**src/sv/lspg_pkg.sv**
```systemverilog
`timescale 1ns / 1ps

package lspg_pkg;

    // pattern codes, same encoding on input and output
    localparam logic [2:0] PAT_OFF     = 3'd0;
    localparam logic [2:0] PAT_SOLID   = 3'd1;
    localparam logic [2:0] PAT_BLINK   = 3'd2;
    localparam logic [2:0] PAT_BREATH  = 3'd3;
    localparam logic [2:0] PAT_PULSE   = 3'd4;
    localparam logic [2:0] PAT_SOS     = 3'd5;
    localparam logic [2:0] PAT_FLASH   = 3'd6;
    localparam logic [2:0] PAT_INVALID = 3'd7;

    // item kinds
    localparam logic ACT_TICK   = 1'b0;
    localparam logic ACT_SELECT = 1'b1;

    // configuration register indexes
    localparam logic [3:0] CFG_BLINK_ON   = 4'd0;
    localparam logic [3:0] CFG_BLINK_OFF  = 4'd1;
    localparam logic [3:0] CFG_PULSE_HIGH = 4'd2;
    localparam logic [3:0] CFG_PULSE_LOW  = 4'd3;
    localparam logic [3:0] CFG_SOS_SHORT  = 4'd4;
    localparam logic [3:0] CFG_SOS_LONG   = 4'd5;
    localparam logic [3:0] CFG_SOS_GAP    = 4'd6;
    localparam logic [3:0] CFG_FLASH_ON   = 4'd7;

    // fixed timings in ms
    localparam logic [11:0] BREATH_RAMP_MS  = 12'd1500;
    localparam logic [11:0] BREATH_PAUSE_MS = 12'd200;
    localparam logic [11:0] FLASH_OFF_MS    = 12'd100;
    localparam logic [11:0] SOS_PAUSE_MS    = 12'd600;

    // phase bookkeeping
    localparam int          PHASE_W         = 5;
    localparam int          ACC_W           = 11;
    localparam logic [4:0]  SOS_GROUP       = 5'd3;
    localparam logic [4:0]  SOS_PAUSE_PHASE = 5'd18;
    localparam logic [4:0]  BREATH_LAST     = 5'd2;
    localparam logic [4:0]  PAIR_LAST       = 5'd1;

    // opening level of a phase, turned into a duty by the engine
    typedef enum logic [1:0] {
        LVL_ZERO,
        LVL_FULL,
        LVL_EIGHTH
    } t_level;

    typedef struct packed {
        logic       action;
        logic [2:0] pattern_code;
    } t_in_item;

    typedef struct packed {
        logic [9:0] duty_level;
        logic [2:0] active_pattern;
        logic       status;
    } t_out_item;

    typedef struct packed {
        logic [11:0] blink_on_ms;
        logic [11:0] blink_off_ms;
        logic [11:0] pulse_high_ms;
        logic [11:0] pulse_low_ms;
        logic [11:0] sos_short_ms;
        logic [11:0] sos_long_ms;
        logic [11:0] sos_gap_ms;
        logic [11:0] flash_on_ms;
    } t_cfg;

endpackage

```
**src/sv/lspg_engine.sv**
```systemverilog
`timescale 1ns / 1ps

module lspg_engine import lspg_pkg::*; #(
    parameter int DUTY_BITS = 10
) (
    input  logic                 i_clk,
    input  logic                 i_rst_n,
    input  t_cfg                 i_cfg,
    input  logic                 i_step,
    input  t_in_item             i_item,
    output logic [DUTY_BITS-1:0] o_next_duty,
    output logic [2:0]           o_next_pattern,
    output logic                 o_status
);

    localparam logic [DUTY_BITS-1:0] FULL_DUTY   = {DUTY_BITS{1'b1}};
    localparam logic [DUTY_BITS-1:0] EIGHTH_DUTY = FULL_DUTY >> 3;
    localparam int                   FULL_INT    = (1 << DUTY_BITS) - 1;
    // per tick the ramp adds (or, on the way down, subtracts) M/1500 plus a carry from the remainder
    localparam int                   RAMP_Q      = FULL_INT / 1500;
    localparam int                   RAMP_R      = FULL_INT % 1500;

    logic [2:0]           r_pattern, n_pattern;
    logic [PHASE_W-1:0]   r_phase, n_phase;
    logic [11:0]          r_elapsed, n_elapsed;
    logic [ACC_W-1:0]     r_acc, n_acc;
    logic [DUTY_BITS-1:0] r_duty, n_duty;
    logic                 n_status;

    logic [11:0]          acc_sum;
    logic                 ramp_carry;
    logic [DUTY_BITS-1:0] ramp_q;
    logic [DUTY_BITS:0]   duty_up;
    logic [12:0]          elapsed_inc;
    logic [11:0]          phase_len;
    logic [PHASE_W-1:0]   next_phase;

    // length of a phase in ms
    function automatic logic [11:0] phase_length(
        input logic [2:0] p, input logic [PHASE_W-1:0] ph, input t_cfg cfg
    );
        logic [11:0] len;
        len = 12'd0;
        case (p)
            PAT_BLINK:  len = (ph == '0) ? cfg.blink_on_ms : cfg.blink_off_ms;
            PAT_PULSE:  len = (ph == '0) ? cfg.pulse_high_ms : cfg.pulse_low_ms;
            PAT_BREATH: len = (ph < BREATH_LAST) ? BREATH_RAMP_MS : BREATH_PAUSE_MS;
            PAT_SOS: begin
                if (ph >= SOS_PAUSE_PHASE) begin
                    len = SOS_PAUSE_MS;
                end else if (ph[0]) begin
                    len = cfg.sos_gap_ms;
                end else if ((ph >> 1) >= SOS_GROUP && (ph >> 1) < (SOS_GROUP << 1)) begin
                    len = cfg.sos_long_ms;
                end else begin
                    len = cfg.sos_short_ms;
                end
            end
            PAT_FLASH:  len = (ph == '0) ? cfg.flash_on_ms : FLASH_OFF_MS;
            default:    len = 12'd0;
        endcase
        return len;
    endfunction

    // index of the last phase before the pattern wraps
    function automatic logic [PHASE_W-1:0] last_phase(input logic [2:0] p);
        logic [PHASE_W-1:0] lp;
        case (p)
            PAT_BREATH: lp = BREATH_LAST;
            PAT_SOS:    lp = SOS_PAUSE_PHASE;
            default:    lp = PAIR_LAST;
        endcase
        return lp;
    endfunction

    // level a phase opens with
    function automatic t_level opening_level(
        input logic [2:0] p, input logic [PHASE_W-1:0] ph
    );
        t_level lv;
        lv = LVL_ZERO;
        case (p)
            PAT_SOLID:  lv = LVL_FULL;
            PAT_BLINK:  lv = (ph == '0) ? LVL_FULL : LVL_ZERO;
            PAT_BREATH: lv = (ph == PHASE_W'(1)) ? LVL_FULL : LVL_ZERO;
            PAT_PULSE:  lv = (ph == '0) ? LVL_FULL : LVL_EIGHTH;
            PAT_SOS:    lv = (ph < SOS_PAUSE_PHASE && !ph[0]) ? LVL_FULL : LVL_ZERO;
            PAT_FLASH:  lv = (ph == '0) ? LVL_FULL : LVL_ZERO;
            default:    lv = LVL_ZERO;
        endcase
        return lv;
    endfunction

    function automatic logic [DUTY_BITS-1:0] level_duty(input t_level lv);
        logic [DUTY_BITS-1:0] d;
        case (lv)
            LVL_FULL:   d = FULL_DUTY;
            LVL_EIGHTH: d = EIGHTH_DUTY;
            default:    d = '0;
        endcase
        return d;
    endfunction

    // ramp arithmetic for breathing, remainder stays below 1500
    assign acc_sum    = 12'(r_acc) + 12'(RAMP_R);
    assign ramp_carry = (acc_sum >= BREATH_RAMP_MS);
    assign ramp_q     = DUTY_BITS'(RAMP_Q) + DUTY_BITS'(ramp_carry);
    assign duty_up    = {1'b0, r_duty} + {1'b0, ramp_q};

    // phase timing
    assign elapsed_inc = {1'b0, r_elapsed} + 13'd1;
    assign phase_len   = phase_length(r_pattern, r_phase, i_cfg);
    assign next_phase  = (r_phase == last_phase(r_pattern)) ? '0 : r_phase + PHASE_W'(1);

    // next state for a select or a tick
    always_comb begin
        n_pattern = r_pattern;
        n_phase   = r_phase;
        n_elapsed = r_elapsed;
        n_acc     = r_acc;
        n_duty    = r_duty;
        n_status  = 1'b0;
        if (i_item.action == ACT_SELECT) begin
            if (i_item.pattern_code == PAT_INVALID) begin
                n_status = 1'b1;
            end else if (i_item.pattern_code != r_pattern) begin
                n_pattern = i_item.pattern_code;
                n_phase   = '0;
                n_elapsed = '0;
                n_acc     = '0;
                n_duty    = level_duty(opening_level(i_item.pattern_code, '0));
            end
        end else if (r_pattern != PAT_OFF && r_pattern != PAT_SOLID
                     && r_pattern != PAT_INVALID) begin
            if (r_pattern == PAT_BREATH && r_phase < BREATH_LAST) begin
                n_acc = ramp_carry ? ACC_W'(acc_sum - BREATH_RAMP_MS) : acc_sum[ACC_W-1:0];
                if (r_phase == '0) begin
                    n_duty = duty_up[DUTY_BITS] ? FULL_DUTY : duty_up[DUTY_BITS-1:0];
                end else begin
                    n_duty = (r_duty > ramp_q) ? r_duty - ramp_q : '0;
                end
            end
            if (elapsed_inc >= {1'b0, phase_len}) begin
                n_elapsed = '0;
                n_acc     = '0;
                if (r_pattern == PAT_FLASH && r_phase >= PAIR_LAST) begin
                    n_pattern = PAT_OFF;
                    n_phase   = '0;
                    n_duty    = '0;
                end else begin
                    n_phase = next_phase;
                    n_duty  = level_duty(opening_level(r_pattern, next_phase));
                end
            end else begin
                n_elapsed = elapsed_inc[11:0];
            end
        end
    end

    // state registers, advance once per transfer
    always_ff @(posedge i_clk) begin
        if (!i_rst_n) begin
            r_pattern <= PAT_OFF;
            r_phase   <= '0;
            r_elapsed <= '0;
            r_acc     <= '0;
            r_duty    <= '0;
        end else if (i_step) begin
            r_pattern <= n_pattern;
            r_phase   <= n_phase;
            r_elapsed <= n_elapsed;
            r_acc     <= n_acc;
            r_duty    <= n_duty;
        end
    end

    assign o_next_duty    = n_duty;
    assign o_next_pattern = n_pattern;
    assign o_status       = n_status;

endmodule

```
**src/sv/led_status_pattern_generator.sv**
```systemverilog
`timescale 1ns / 1ps

// channel   direction  handshake                   payload
// in        input      i_in_valid / o_in_ready     i_in_data  (t_in_item)
// out       output     o_out_valid / i_out_ready   o_out_data (t_out_item)
// cfg       input      i_cfg_valid / o_cfg_ready   i_cfg_index, i_cfg_data
//
// one item per cycle: each transfer updates the pattern state in the same
// cycle and its result appears in the output register on the next cycle
// the output register frees itself in the cycle it is taken, so input keeps
// flowing while results are consumed; input stalls only while it stays full
// reset clears the pattern to off and loads the default timings

module led_status_pattern_generator import lspg_pkg::*; #(
    parameter int DUTY_BITS = 10
) (
    input  logic        i_clk,
    input  logic        i_rst_n,
    input  logic        i_in_valid,
    output logic        o_in_ready,
    input  t_in_item    i_in_data,
    output logic        o_out_valid,
    input  logic        i_out_ready,
    output t_out_item   o_out_data,
    input  logic        i_cfg_valid,
    output logic        o_cfg_ready,
    input  logic [3:0]  i_cfg_index,
    input  logic [11:0] i_cfg_data
);

    t_cfg                   r_cfg;
    logic                   r_out_valid;
    t_out_item              r_out_data;
    logic                   in_xfer;
    logic [DUTY_BITS-1:0]   next_duty;
    logic [2:0]             next_pattern;
    logic                   next_status;
    logic [DUTY_BITS+9:0]   duty_wide;

    assign o_cfg_ready = 1'b1;
    assign o_in_ready  = !r_out_valid || i_out_ready;
    assign in_xfer     = i_in_valid && o_in_ready;

    // configuration registers
    always_ff @(posedge i_clk) begin
        if (!i_rst_n) begin
            r_cfg.blink_on_ms   <= 12'd100;
            r_cfg.blink_off_ms  <= 12'd100;
            r_cfg.pulse_high_ms <= 12'd500;
            r_cfg.pulse_low_ms  <= 12'd500;
            r_cfg.sos_short_ms  <= 12'd120;
            r_cfg.sos_long_ms   <= 12'd360;
            r_cfg.sos_gap_ms    <= 12'd160;
            r_cfg.flash_on_ms   <= 12'd120;
        end else if (i_cfg_valid) begin
            case (i_cfg_index)
                CFG_BLINK_ON:   r_cfg.blink_on_ms   <= i_cfg_data;
                CFG_BLINK_OFF:  r_cfg.blink_off_ms  <= i_cfg_data;
                CFG_PULSE_HIGH: r_cfg.pulse_high_ms <= i_cfg_data;
                CFG_PULSE_LOW:  r_cfg.pulse_low_ms  <= i_cfg_data;
                CFG_SOS_SHORT:  r_cfg.sos_short_ms  <= i_cfg_data;
                CFG_SOS_LONG:   r_cfg.sos_long_ms   <= i_cfg_data;
                CFG_SOS_GAP:    r_cfg.sos_gap_ms    <= i_cfg_data;
                CFG_FLASH_ON:   r_cfg.flash_on_ms   <= i_cfg_data;
                default: ;
            endcase
        end
    end

    lspg_engine #(
        .DUTY_BITS (DUTY_BITS)
    ) u_engine (
        .i_clk          (i_clk),
        .i_rst_n        (i_rst_n),
        .i_cfg          (r_cfg),
        .i_step         (in_xfer),
        .i_item         (i_in_data),
        .o_next_duty    (next_duty),
        .o_next_pattern (next_pattern),
        .o_status       (next_status)
    );

    // low ten bits of the duty, zero filled for narrow duties
    assign duty_wide = (DUTY_BITS + 10)'(next_duty);

    // output register
    always_ff @(posedge i_clk) begin
        if (!i_rst_n) begin
            r_out_valid <= 1'b0;
        end else if (in_xfer) begin
            r_out_valid <= 1'b1;
        end else if (i_out_ready) begin
            r_out_valid <= 1'b0;
        end
    end

    always_ff @(posedge i_clk) begin
        if (in_xfer) begin
            r_out_data.duty_level     <= duty_wide[9:0];
            r_out_data.active_pattern <= next_pattern;
            r_out_data.status         <= next_status;
        end
    end

    assign o_out_valid = r_out_valid;
    assign o_out_data  = r_out_data;

endmodule
```
**config.mk**
```make
export PLATFORM = sky130hd
export DESIGN_NAME = led_status_pattern_generator
export DESIGN_NICKNAME = d
export VERILOG_FILES = /design/src/sv/lspg_pkg.sv /design/src/sv/lspg_engine.sv /design/src/sv/led_status_pattern_generator.sv
export SDC_FILE = /design/constraint.sdc
export NUM_CORES = 1
export LEC_CHECK = 0
export BUFFER_PORTS_ARGS = -buffer_cell sky130_fd_sc_hd__buf_4
export CORE_MARGIN = 2
export CORE_UTILIZATION = 56
export CTS_BUF_LIST = sky130_fd_sc_hd__clkbuf_16
export CTS_CLUSTER_DIAMETER = 120
export DETAILED_ROUTE_END_ITERATION = 8
export GPL_TIMING_DRIVEN = 0
export PLACE_DENSITY = 0.8
export SLEW_MARGIN = 20
export SYNTH_ARGS = -nofsm -noshare
export SYNTH_HDL_FRONTEND = slang
export SYNTH_SLANG_ARGS = --single-unit
```
**constraint.sdc**
```tcl
create_clock -name i_clk -period 4.3 [get_ports i_clk]
set_input_delay 0.215 -clock i_clk [delete_from_list [all_inputs] [get_ports i_clk]]
set_output_delay 0.215 -clock i_clk [all_outputs]
set_load 0.02 [all_outputs]
```
==> load_flow_metrics.sql, run 1 <==
INSERT INTO impl_metrics (metric_group, metric, value, unit) VALUES
('timing', 'max_slew.worst_pin.slew', '1.01', 'ns'),
('critical_path', 'worst_ep_required_time', '4.47', 'ns'),
('logic_synthesis', 'netlist-cell-type-count', '82', ''),
('critical_path', 'cp-end-kind', 'flip-flop', ''),
('critical_path', 'criticalPathCategory', 'flip-flop to flip-flop', ''),
('logic_synthesis', 'netlist_area', '8920', 'um2'),
('power', 'combPwrFrac', '15.4', '%'),
('power', 'power.density', '344', 'nW/um2'),
('die', 'die_y', '130', 'um'),
('finish', 'syn_to_final_growth', '15.1', '%'),
('die', 'pin_count', '42', ''),
('finish', 'fin_util', '65.4', '%'),
('cts', 'cts_sinks', '152', ''),
('global_routing', 'pin_count_of_the_biggest_net_entering_global_routing', '24', ''),
('critical_path', 'start_kind', 'flip-flop', ''),
('placement', 'place_inst', '1373', ''),
('power', 'net-switching-power', '1.02', 'mW'),
('hold_path', 'cell_depth_of_the_worst_hold_path', '3', ''),
('timing', 'setup_tns', '0', 'ns'),
('finish', 'antenna_cells', '0', ''),
('logic_synthesis', 'synth_top_cells_by_count', 'sky130_fd_sc_hd__nand2_1 (226), sky130_fd_sc_hd__dfxtp_1 (138), sky130_fd_sc_hd__a21oi_1 (74), sky130_fd_sc_hd__clkbuf_1 (73), sky130_fd_sc_hd__o21ai_0 (63)', ''),
('finish', 'n_fill_cell', '1314', ''),
('power', 'cell_internal_pwr', '2.52', 'mW'),
('timing', 'final-hold-violation-count', '0', ''),
('cts', 'holdBufCountCts', '0', ''),
('timing', 'min_period_over_period', '97.7', '%'),
('finish', 'drive_gt1_share', '12.9', '%'),
('global_routing', 'grt_antenna_before_repair', '0', ''),
('logic_synthesis', 'synth.net_count', '1181', ''),
('critical_path', 'crit_path_max_fanout', '10', ''),
('drt', 'wl_per_cell', '18.1', 'um'),
('global_routing', 'overall_overflow_remaining_after_global_route', '0', ''),
('cts', 'ctsHtreeMaxLevel', '4', ''),
('power', 'total_power', '3.54', 'mW'),
('timing', 'period_minus_slack', '4.20', 'ns'),
('finish', 'finish.instance_area', '10300', 'um2'),
('cts', 'clk-insertion-delay-late', '0.44', 'ns'),
('critical_path', 'critPathArrivalTime', '4.37', 'ns'),
('power', 'p_leak', '3.96', 'nW'),
('logic_synthesis', 'yosys_warnings', '0', ''),
('cts', 'tritoncts_clock_tree', 'built', ''),
('logic_synthesis', 'synthesized_area_per_cell', '7.88', 'um2'),
('cts', 'cts-root-buf', 'sky130_fd_sc_hd__clkbuf_16', ''),
('critical_path', 'worst-r2r-cell-count', '17', ''),
('drt', 'detailed_routing_iteration_count_for_the_pre_antenna_repair_pass', '8', ''),
('die', 'core_area', '15700', 'um2'),
('power', 'p_sw_share', '28.8', '%'),
('cts', 'tritoncts.num_buffers', '17', ''),
('finish', 'ff_latch_area', '3190', 'um2'),
('global_routing', 'grt_first_pass_wirelength', '39300', 'um'),
('finish', 'multi_input_comb_area', '5490', 'um2'),
('logic_synthesis', 'gate_count_of_the_mapped_netlist', '1132', ''),
('timing', 'timing.fmax', '0.238', 'GHz'),
('cts', 'cts.path.max_buffers', '2', ''),
('logic_synthesis', 'synth_area_leaders', 'sky130_fd_sc_hd__dfxtp_1 (31%), sky130_fd_sc_hd__nand2_1 (9.5%), sky130_fd_sc_hd__mux2i_1 (6.8%)', ''),
('timing', 'slew_headroom', '32.4', '%'),
('logic_synthesis', 'synth-async-reset-ratio', '0', '%'),
('logic_synthesis', 'synth-edff-count', '14', ''),
('global_routing', 'grt_util_all_layers', '29.9', '%'),
('finish', 'final_cell_count_no_fill', '1408', ''),
('timing', 'finalHoldWorstSlack', '0.0324', 'ns'),
('power', 'p_seq_share', '42.4', '%'),
('run_status', 'outcome', 'finished clean', ''),
('timing', 'fin_ws', '0.0987', 'ns'),
('die', 'start_util', '56.8', '%'),
('logic_synthesis', 'synth_ff_type', 'sky130_fd_sc_hd__dfxtp_1', ''),
('logic_synthesis', 'synth.most_common_cell', 'sky130_fd_sc_hd__nand2_1', ''),
('drt', 'drt-vias-per-instance', '6.14', ''),
('flow_run', 'timing.max_cap.violations', '0', ''),
('drt', 'drtAntennaViolNets', '0', ''),
('power', 'ir_drop', '0.339', 'mV');
critical path, cell delays in order, from the launching register on:
cell                      delay [ns]
sky130_fd_sc_hd__dfxtp_2        0.46
sky130_fd_sc_hd__mux2_2         0.39
sky130_fd_sc_hd__nor2_4         0.17
sky130_fd_sc_hd__buf_8          0.12
sky130_fd_sc_hd__mux2_2         0.34
sky130_fd_sc_hd__mux2i_2        0.20
sky130_fd_sc_hd__a21oi_2        0.10
sky130_fd_sc_hd__nor4_2         0.25
sky130_fd_sc_hd__ha_1           0.31
sky130_fd_sc_hd__a21oi_1        0.13
sky130_fd_sc_hd__o21ai_1        0.11
sky130_fd_sc_hd__a41oi_2        0.26
sky130_fd_sc_hd__a21oi_4        0.13
sky130_fd_sc_hd__or2_4          0.28
sky130_fd_sc_hd__buf_4          0.19
sky130_fd_sc_hd__a221o_1        0.28
sky130_fd_sc_hd__o21ai_2        0.07
sky130_fd_sc_hd__o21ai_1        0.11
power by group through the flow:
| stage | logic (mW) | clock network, mW | registers, mW |
|---|---|---|---|
| 5_1_grt | 0.584 | 1.56 | 1.50 |
| 4_1_cts | 0.517 | 1.49 | 1.49 |
| 3_5_place_dp | 0.485 | 0 | 1.52 |
| 6_report | 0.546 | 1.49 | 1.50 |
| 2_1_floorplan | 0.323 | 0 | 1.53 |
| 3_3_place_gp | 0.478 | 0 | 1.52 |
flip-flops by register name, indices dropped and copies added (netlist names):
| name | flops |
|---|---|
| r_cfg | 96 |
| u_engine.r_duty | 10 |
| o_out_valid | 1 |
| u_engine.r_phase | 5 |
| u_engine.r_pattern | 3 |
| u_engine.r_acc | 11 |
| u_engine.r_elapsed | 12 |
| o_out_data | 14 |
layer usage:
metal / global-route usage [%] / vias up / routed length, um
li1: - / 4064 / -
met1: 36.8 / 4070 / 10300
met2: 50.8 / 425 / 12300
met3: 6.23 / 81 / 1990
met4: 12.8 / 0 / 929
met5: 0 / - / 0
path summary, 6_finish.rpt:
kind / from / slack, ns / end
max: u_engine.r_phase[3]$_SDFFE_PN0P_ / 0.1 / o_out_data[6]$_DFFE_PP_
min: i_in_valid / 0.03 / o_out_valid$_SDFFE_PN0P_
max reg2reg: u_engine.r_phase[3]$_SDFFE_PN0P_ / 0.1 / o_out_data[6]$_DFFE_PP_
min reg2reg: r_cfg[38]$_SDFFE_PN0P_ / 0.46 / r_cfg[38]$_SDFFE_PN0P_
cell type report:
type	instances	area share, %
buffer	84	3.96
clock buffer	17	4.14
clock inverter	15	1.45
inverter	25	0.938
multi-input combinational	867	53.5
sequential	152	31.1
tap	216	2.63
timing repair buffer	32	2.38
timing repair:
item                                    in CTS  in global routing
endpoints found under the setup margin      52                 49
resized for setup                           46                 44
pin swaps                                    5                 12
buffers inserted                             4                  3
placed cells by master, fill, tap and decap left out, types with 7 or more instances in the layout:
cell type / n
sky130_fd_sc_hd__a21oi_1: 71
sky130_fd_sc_hd__a21boi_0: 42
sky130_fd_sc_hd__xnor2_1: 14
sky130_fd_sc_hd__o21ai_0: 53
sky130_fd_sc_hd__clkbuf_16: 17
sky130_fd_sc_hd__xor2_1: 25
sky130_fd_sc_hd__inv_1: 24
sky130_fd_sc_hd__ha_1: 23
sky130_fd_sc_hd__a31oi_1: 14
sky130_fd_sc_hd__dfxtp_1: 133
sky130_fd_sc_hd__mux2i_1: 60
sky130_fd_sc_hd__buf_4: 35
sky130_fd_sc_hd__nand2_1: 226
sky130_fd_sc_hd__nor2b_1: 41
sky130_fd_sc_hd__nand3b_1: 8
sky130_fd_sc_hd__nand3_1: 44
sky130_fd_sc_hd__or3_1: 7
sky130_fd_sc_hd__o21ai_1: 12
sky130_fd_sc_hd__buf_2: 8
sky130_fd_sc_hd__nor2_1: 51
sky130_fd_sc_hd__and3_1: 7
sky130_fd_sc_hd__o22ai_1: 8
sky130_fd_sc_hd__clkbuf_1: 60
sky130_fd_sc_hd__edfxtp_1: 14
sky130_fd_sc_hd__nor3_1: 14
sky130_fd_sc_hd__or2_2: 7
cell families after synthesis:
group / Yosys count / share of synthesized area [%]
compound gates: 280 / 20.3
buf+inv: 113 / 5.02
other cells: 1 / 0.0420
simple gates: 456 / 24.1
mux: 66 / 7.47
flops: 152 / 35.7
xor+xnor: 40 / 4.01
fa+ha+maj: 24 / 3.37
Note: power is estimated with default switching activity, not from simulation.
==> run 2: changes to the inputs <==
CORE_ASPECT_RATIO = 1.5   (was default)
PLACE_DENSITY = 0.76   (was 0.8)
==> run 2 against run 1 <==
Largest power group is now clock. Sequential power about the same. Critical path depth is the same. Sequential share of layout area down 0.16 points. Register-to-register slack got worse by 0.03 ns. Combinational power is essentially flat. Wire length shrank 0.79%. Setup slack worse by 0.033 ns. Design area is 0.51% higher. Largest cell class unchanged. Final cell count shrank 0.71%. Non-clock buffer count rose by 3.
==> load_flow_metrics.sql, run 2 (same netlist as run 1, synthesis figures left out) <==
INSERT INTO impl_metrics (metric_group, metric, value, unit) VALUES
('run_status', 'outcome', 'finished clean', ''),
('global_routing', 'overall_overflow_remaining_after_global_route', '0', ''),
('cts', 'tritoncts.num_buffers', '17', ''),
('global_routing', 'grt_use_met3', '5.40', '%'),
('timing', 'timing.fmax', '0.236', 'GHz'),
('drt', 'routed_wl', '25300', 'um'),
('finish', 'ff_latch_area', '3190', 'um2'),
('drt', 'drtAntennaViolNets', '0', ''),
('die', 'pin_count', '42', ''),
('die', 'core_area', '15600', 'um2'),
('global_routing', 'gr-usage-met1', '32.6', '%'),
('global_routing', 'grt_pass1_vias', '7917', ''),
('die', 'placement_rows', '56', ''),
('finish', 'multi_input_comb_area', '5520', 'um2'),
('global_routing', 'grt_first_pass_wirelength', '39800', 'um'),
('timing', 'slew_headroom', '34.5', '%'),
('drt', 'detailed_routing_iteration_count_for_the_pre_antenna_repair_pass', '5', ''),
('drt', 'drt-vias-per-instance', '6.04', ''),
('power', 'power.density', '346', 'nW/um2'),
('placement', 'buffer_ports.inserted', '25', ''),
('finish', 'antenna_cells', '0', ''),
('die', 'floorplan.die.width', '107', 'um'),
('hold_path', 'path_type_of_the_worst_min_delay_path', 'primary input to flip-flop', ''),
('placement', 'hpwl', '18000', 'um'),
('timing', 'final-hold-violation-count', '0', ''),
('placement', 'globalplace.congestion', '0.969', ''),
('flow_run', 'timing.max_cap.violations', '0', ''),
('cts', 'clk-insertion-delay-late', '0.44', 'ns'),
('drt', 'detailroute.via_count', '8447', ''),
('cts', 'clk_transition_reported_paths', '0.07', 'ns'),
('global_routing', 'grt_antenna_before_repair', '0', ''),
('global_routing', 'grt_util_all_layers', '30.2', '%'),
('die', 'start_util', '57.1', '%'),
('cts', 'ctsHtreeMaxLevel', '4', ''),
('cts', 'cts.path.max_buffers', '2', ''),
('finish', 'largest_register', 'r_cfg', ''),
('timing', 'max_slew.worst_pin.slew', '0.974', 'ns'),
('power', 'p_leak', '3.98', 'nW'),
('finish', 'n_fill_cell', '1358', ''),
('critical_path', 'crit_path_max_fanout', '10', ''),
('finish', 'number_of_flip_flops_in_the_largest_register', '96', ''),
('power', 'total_power', '3.58', 'mW'),
('critical_path', 'criticalPathCategory', 'flip-flop to flip-flop', ''),
('drt', 'drc_errors', '0', ''),
('critical_path', 'start_kind', 'flip-flop', ''),
('die', 'die_y', '159', 'um'),
('timing', 'period_minus_slack', '4.23', 'ns'),
('placement', 'place_inst', '1360', ''),
('global_routing', 'grt_use_met2', '54.2', '%'),
('global_routing', 'grt.busiest_layer', 'met2', ''),
('finish', 'fin_nets', '1231', ''),
('critical_path', 'worst_ep_required_time', '4.48', 'ns'),
('die', 'die_area', '17000', 'um2'),
('finish', 'fin_util', '66.1', '%'),
('cts', 'cts-root-buf', 'sky130_fd_sc_hd__clkbuf_16', ''),
('timing', 'timing.final.setup_violations', '0', ''),
('timing', 'final.setup_skew', '0.00912', 'ns'),
('cts', 'cts_sinks', '152', ''),
('drt', 'drt-initial-drc-count', '462', ''),
('finish', 'final_cell_mix', 'sky130_fd_sc_hd__nand2_1 (226), sky130_fd_sc_hd__dfxtp_1 (133), sky130_fd_sc_hd__a21oi_1 (71)', ''),
('power', 'ir_drop', '0.262', 'mV'),
('finish', 'layout.cells.most_common', 'sky130_fd_sc_hd__nand2_1', ''),
('timing', 'min_period_over_period', '98.5', '%'),
('critical_path', 'cp-end-kind', 'flip-flop', ''),
('finish', 'syn_to_final_growth', '15.7', '%'),
('global_routing', 'pin_count_of_the_biggest_net_entering_global_routing', '24', ''),
('finish', 'final_cell_count_no_fill', '1398', ''),
('drt', 'wl_per_cell', '18.1', 'um'),
('timing', 'final-max-slew-violation-count', '0', ''),
('critical_path', 'critPathArrivalTime', '4.41', 'ns'),
('cts', 'tritoncts_clock_tree', 'built', ''),
('finish', 'drive_gt1_share', '13.7', '%');
run 2: changes by cell type in the layout (fill, tap and decap cells not counted), moves of 2 or more:
| cell | change |
|---|---|
| sky130_fd_sc_hd__o22ai_2 | +2 |
| sky130_fd_sc_hd__inv_8 | +2 |
| sky130_fd_sc_hd__nor4_4 | +2 |
| sky130_fd_sc_hd__nor4_2 | -2 |
| sky130_fd_sc_hd__inv_1 | -2 |
| sky130_fd_sc_hd__clkbuf_2 | +3 |
| sky130_fd_sc_hd__buf_4 | +2 |
| sky130_fd_sc_hd__clkinv_1 | -2 |
| sky130_fd_sc_hd__o22ai_1 | -2 |
run 2: per-stage QoR:
stage               setup WS [ns]  hold slack, ns  TNS, ns  area, um2
finish                     0.0661          0.0348        0      10300
floorplan                   0.261           0.354        0       8920
CTS                       0.00432          0.0323        0      10200
global placement            -1.16           0.446   -50.36       9370
detailed placement          -1.14           0.456   -48.51       9370
global route              -0.0465          0.0666   -0.100      10300
run 2: layout make-up:
type / instances / share of cell area [%]
Sequential cell: 152 / 30.9
Tap cell: 203 / 2.46
Multi-Input combinational cell: 867 / 53.5
Clock inverter: 15 / 1.60
Clock buffer: 17 / 4.12
Buffer: 85 / 3.99
Timing Repair Buffer: 34 / 2.51
Inverter: 25 / 0.933
run 2: report_power, final:
| group | total (mW) | internal [mW] | switching (mW) |
|---|---|---|---|
| Combinational | 0.549 | 0.200 | 0.349 |
| Sequential | 1.50 | 1.47 | 0.0261 |
| Clock | 1.53 | 0.868 | 0.662 |
run 2: what timing repair did:
action                     4_1_cts  5_1_grt
resized for setup               47       45
pin swaps                        4       17
setup endpoints to repair       52       51
hold buffers                     0        0
buffers inserted                 6        3
run 2: routing by layer:
metal,up-vias,part of all wire [%]
met1,4008,38
met2,293,51
met5,-,0
met3,94,4.4
met4,0,5.8
li1,4052,-
run 2: path summary, 6_finish.rpt:
check | startpoint | end | slack [ns] | depth (start not counted)
worst max-delay path | u_engine.r_phase[0]$_SDFFE_PN0P_ | o_out_data[6]$_DFFE_PP_ | 0.07 | 17
worst min register to register | r_cfg[46]$_SDFFE_PN0P_ | r_cfg[46]$_SDFFE_PN0P_ | 0.46 | 2
worst max register to register | u_engine.r_phase[0]$_SDFFE_PN0P_ | o_out_data[6]$_DFFE_PP_ | 0.07 | 17
worst min-delay path | i_in_valid | o_out_valid$_SDFFE_PN0P_ | 0.03 | 3
run 2: worst max-delay path: stages (launching register included):
cell and delay, ns:
sky130_fd_sc_hd__dfxtp_2 0.39, sky130_fd_sc_hd__inv_4 0.15, sky130_fd_sc_hd__ha_1 0.20, sky130_fd_sc_hd__nor4b_4 0.23
sky130_fd_sc_hd__buf_4 0.16, sky130_fd_sc_hd__buf_6 0.14, sky130_fd_sc_hd__buf_4 0.24, sky130_fd_sc_hd__mux2i_2 0.27
sky130_fd_sc_hd__o22ai_2 0.16, sky130_fd_sc_hd__a21oi_2 0.21, sky130_fd_sc_hd__ha_1 0.27, sky130_fd_sc_hd__nor2b_1 0.14
sky130_fd_sc_hd__a311o_1 0.40, sky130_fd_sc_hd__or2_4 0.28, sky130_fd_sc_hd__buf_4 0.19, sky130_fd_sc_hd__a221o_1 0.28
sky130_fd_sc_hd__o21ai_1 0.15, sky130_fd_sc_hd__o21ai_0 0.12
==> run 3: changes to the inputs <==
--- a/config.mk
+++ b/config.mk
@@ -13,5 +13,4 @@
 export CTS_CLUSTER_DIAMETER = 120
 export DETAILED_ROUTE_END_ITERATION = 8
-export GPL_TIMING_DRIVEN = 0
 export PLACE_DENSITY = 0.76
 export SLEW_MARGIN = 20
==> constraint.sdc (replaced) <==
create_clock -name i_clk -period 4.3 [get_ports i_clk]
set_input_delay 0.43 -clock i_clk [delete_from_list [all_inputs] [get_ports i_clk]]
set_output_delay 0.43 -clock i_clk [all_outputs]
set_load 0.02 [all_outputs]
==> run 3 against run 2 <==
Fmax up 4.4%. Via count down 3.7%. Register-to-register slack better by 0.18 ns. Wire length down 5.6%. Hold slack better by 0.23 ns. Global-route usage down 1.7 points. Die area unchanged. Clock power about the same. Critical path type unchanged. Highest routed layer unchanged.
==> load_flow_metrics.sql, run 3 (same netlist as run 1, synthesis figures left out) <==
INSERT INTO impl_metrics (metric_group, metric, value, unit) VALUES
('run_status', 'outcome', 'finished clean', ''),
('timing', 'timing.final.setup_violations', '0', ''),
('finish', 'largest_register', 'r_cfg', ''),
('cts', 'cts-root-buf', 'sky130_fd_sc_hd__clkbuf_16', ''),
('timing', 'final-max-slew-violation-count', '0', ''),
('critical_path', 'worst_ep_required_time', '4.58', 'ns'),
('die', 'floorplan.die.width', '107', 'um'),
('global_routing', 'overall_overflow_remaining_after_global_route', '0', ''),
('hold_path', 'hold_path.startpoint', 'i_in_valid', ''),
('hold_path', 'path_type_of_the_worst_min_delay_path', 'primary input to flip-flop', ''),
('finish', 'syn_to_final_growth', '13.1', '%'),
('drt', 'drc_errors', '0', ''),
('die', 'core_area', '15600', 'um2'),
('drt', 'drtAntennaViolNets', '0', ''),
('finish', 'antenna_cells', '0', ''),
('finish', 'final_cell_count_no_fill', '1354', ''),
('timing', 'finalHoldWorstSlack', '0.262', 'ns'),
('placement', 'hpwl', '16900', 'um'),
('global_routing', 'pin_count_of_the_biggest_net_entering_global_routing', '98', ''),
('critical_path', 'worstReg2RegEnd', 'o_out_data[9]$_DFFE_PP_', ''),
('power', 'power.density', '349', 'nW/um2'),
('cts', 'tritoncts_clock_tree', 'built', ''),
('timing', 'final.setup_skew', '0.00921', 'ns'),
('timing', 'timing.fmax', '0.247', 'GHz'),
('die', 'placement_rows', '56', ''),
('die', 'die_y', '159', 'um'),
('finish', 'fin_nets', '1187', ''),
('cts', 'cts_sinks', '152', ''),
('drt', 'detailroute.via_count', '8136', ''),
('timing', 'setup_tns', '0', 'ns'),
('timing', 'min_period_over_period', '94.3', '%'),
('die', 'start_util', '57.1', '%'),
('critical_path', 'criticalPathCategory', 'flip-flop to flip-flop', ''),
('cts', 'clk-insertion-delay-late', '0.43', 'ns'),
('critical_path', 'r2r-start', 'u_engine.r_acc[0]$_SDFFE_PN0P_', ''),
('placement', 'place_inst', '1321', ''),
('global_routing', 'grt_first_pass_wirelength', '38300', 'um'),
('drt', 'drt-initial-drc-count', '492', ''),
('timing', 'setup_repair_after_global_routing_missed_its_margin', 'no', ''),
('cts', 'clk_transition_reported_paths', '0.07', 'ns'),
('cts', 'cts.path.max_buffers', '2', ''),
('hold_path', 'cell_depth_of_the_worst_hold_path', '3', ''),
('die', 'pin_count', '42', ''),
('finish', 'final_cell_mix', 'sky130_fd_sc_hd__nand2_1 (225), sky130_fd_sc_hd__dfxtp_1 (137), sky130_fd_sc_hd__a21oi_1 (74), sky130_fd_sc_hd__buf_4 (74), sky130_fd_sc_hd__o21ai_0 (63)', ''),
('critical_path', 'worst-r2r-setup-slack', '0.25', 'ns'),
('placement', 'buffer_ports.inserted', '40', ''),
('timing', 'period_minus_slack', '4.05', 'ns'),
('global_routing', 'grt_pass1_vias', '7809', ''),
('critical_path', 'worst-r2r-cell-count', '17', ''),
('cts', 'tritoncts.num_buffers', '17', ''),
('global_routing', 'grt_util_all_layers', '28.5', '%'),
('timing', 'final-hold-violation-count', '0', ''),
('drt', 'detailed_routing_iteration_count_for_the_pre_antenna_repair_pass', '7', ''),
('critical_path', 'critPathArrivalTime', '4.33', 'ns'),
('cts', 'holdBufCountCts', '0', ''),
('power', 'ir_drop', '0.271', 'mV'),
('critical_path', 'crit_path_max_fanout', '12', ''),
('critical_path', 'start_kind', 'flip-flop', ''),
('drt', 'routed_wl', '23900', 'um'),
('global_routing', 'grt_antenna_before_repair', '0', ''),
('power', 'p_leak', '3.97', 'nW'),
('critical_path', 'cp-end-kind', 'flip-flop', ''),
('timing', 'slew_headroom', '33.8', '%'),
('drt', 'wl_per_cell', '17.6', 'um'),
('finish', 'number_of_flip_flops_in_the_largest_register', '96', ''),
('die', 'die_area', '17000', 'um2'),
('cts', 'ctsHtreeMaxLevel', '4', ''),
('drt', 'drt-vias-per-instance', '6.01', ''),
('hold_path', 'hold-path-endpoint', 'o_out_valid$_SDFFE_PN0P_', ''),
('placement', 'globalplace.congestion', '0.958', ''),
('flow_run', 'timing.max_cap.violations', '0', ''),
('timing', 'max_slew.worst_pin.slew', '0.985', 'ns'),
('finish', 'drive_gt1_share', '13.5', '%'),
('finish', 'layout.cells.most_common', 'sky130_fd_sc_hd__nand2_1', '');
==> run 3: cell types whose count changed in the layout (fill, tap and decap cells not counted), moves of 4 or more <==
cell,before,now
sky130_fd_sc_hd__buf_4,37,74
sky130_fd_sc_hd__o21ai_1,11,3
sky130_fd_sc_hd__o21ai_0,54,63
sky130_fd_sc_hd__dfxtp_2,5,1
sky130_fd_sc_hd__clkbuf_1,60,0
sky130_fd_sc_hd__buf_2,7,0
sky130_fd_sc_hd__clkbuf_2,6,0
sky130_fd_sc_hd__dfxtp_1,133,137
==> run 3: metal layers <==
| metal | up-vias | share of wire, % | global-route usage, % |
|---|---|---|---|
| met5 | - | 0 | 0 |
| met4 | 0 | 4.9 | 16.3 |
| met3 | 71 | 3.7 | 4.22 |
| met2 | 235 | 53 | 52.6 |
| met1 | 3863 | 39 | 30.8 |
| li1 | 3967 | - | - |
==> run 3: per-stage QoR <==
step	util (%)	instance area [um2]	setup WS [ns]	power [mW]
after floorplan	-	8920	0.261	1.86
after global placement	60.2	9410	0.238	2.01
after detailed placement	60.2	9410	0.155	2.02
after CTS	64.0	10000	0.132	3.52
after global routing	64.6	10100	0.00821	3.64
final	64.6	10100	0.246	3.52
==> run 3: report_power, final <==
part	internal (mW)	switching, mW	total, mW
Sequential	1.47	0.0407	1.51
Clock	0.868	0.647	1.52
Combinational	0.189	0.304	0.493
Total	2.53	0.992	3.52
==> run 3: timing repair <==
item,CTS,global route
hold endpoints to repair,0,0
gates resized for setup,0,17
buffers inserted,0,1
setup endpoints to repair,0,27
==> run 3: worst max path at each step <==
stage	from	to	slack, ns	cells after the start
after global placement	u_engine.r_acc[0]$_SDFFE_PN0P_	o_out_data[8]$_DFFE_PP_	0.24	15
after floorplan	u_engine.r_phase[0]$_SDFFE_PN0P_	o_out_data[9]$_DFFE_PP_	0.26	17
final	u_engine.r_acc[0]$_SDFFE_PN0P_	o_out_data[9]$_DFFE_PP_	0.25	17
after global routing	u_engine.r_phase[1]$_SDFFE_PN0P_	u_engine.r_acc[4]$_SDFFE_PN0P_	0.008	17
after CTS	u_engine.r_phase[1]$_SDFFE_PN0P_	u_engine.r_duty[6]$_SDFFE_PN0P_	0.13	18
after detailed placement	u_engine.r_phase[1]$_SDFFE_PN0P_	u_engine.r_duty[6]$_SDFFE_PN0P_	0.15	18
==> run 3: area by class of cell <==
cell class	count	area, um2
inverter	25	96.3
fill	1370	5540
multi-input combinational	867	5390
tap	203	254
sequential	152	3180
clock inverter	15	161
clock buffer	17	425
timing repair buffer	75	576
==> run 3: worst max-delay path: stages (launching register included) <==
cell,delay [ns]
sky130_fd_sc_hd__dfxtp_1,0.37
sky130_fd_sc_hd__inv_1,0.09
sky130_fd_sc_hd__ha_1,0.29
sky130_fd_sc_hd__xor2_1,0.18
sky130_fd_sc_hd__ha_1,0.23
sky130_fd_sc_hd__a221oi_1,0.42
sky130_fd_sc_hd__o21ai_2,0.14
sky130_fd_sc_hd__a31oi_4,0.18
sky130_fd_sc_hd__inv_1,0.09
sky130_fd_sc_hd__ha_1,0.32
sky130_fd_sc_hd__nor2b_1,0.15
sky130_fd_sc_hd__o2111ai_1,0.29
sky130_fd_sc_hd__nand2_2,0.22
sky130_fd_sc_hd__o21ai_0,0.31
sky130_fd_sc_hd__a21oi_1,0.09
sky130_fd_sc_hd__nor4_2,0.30
sky130_fd_sc_hd__nor2_1,0.08
sky130_fd_sc_hd__o21ai_0,0.14
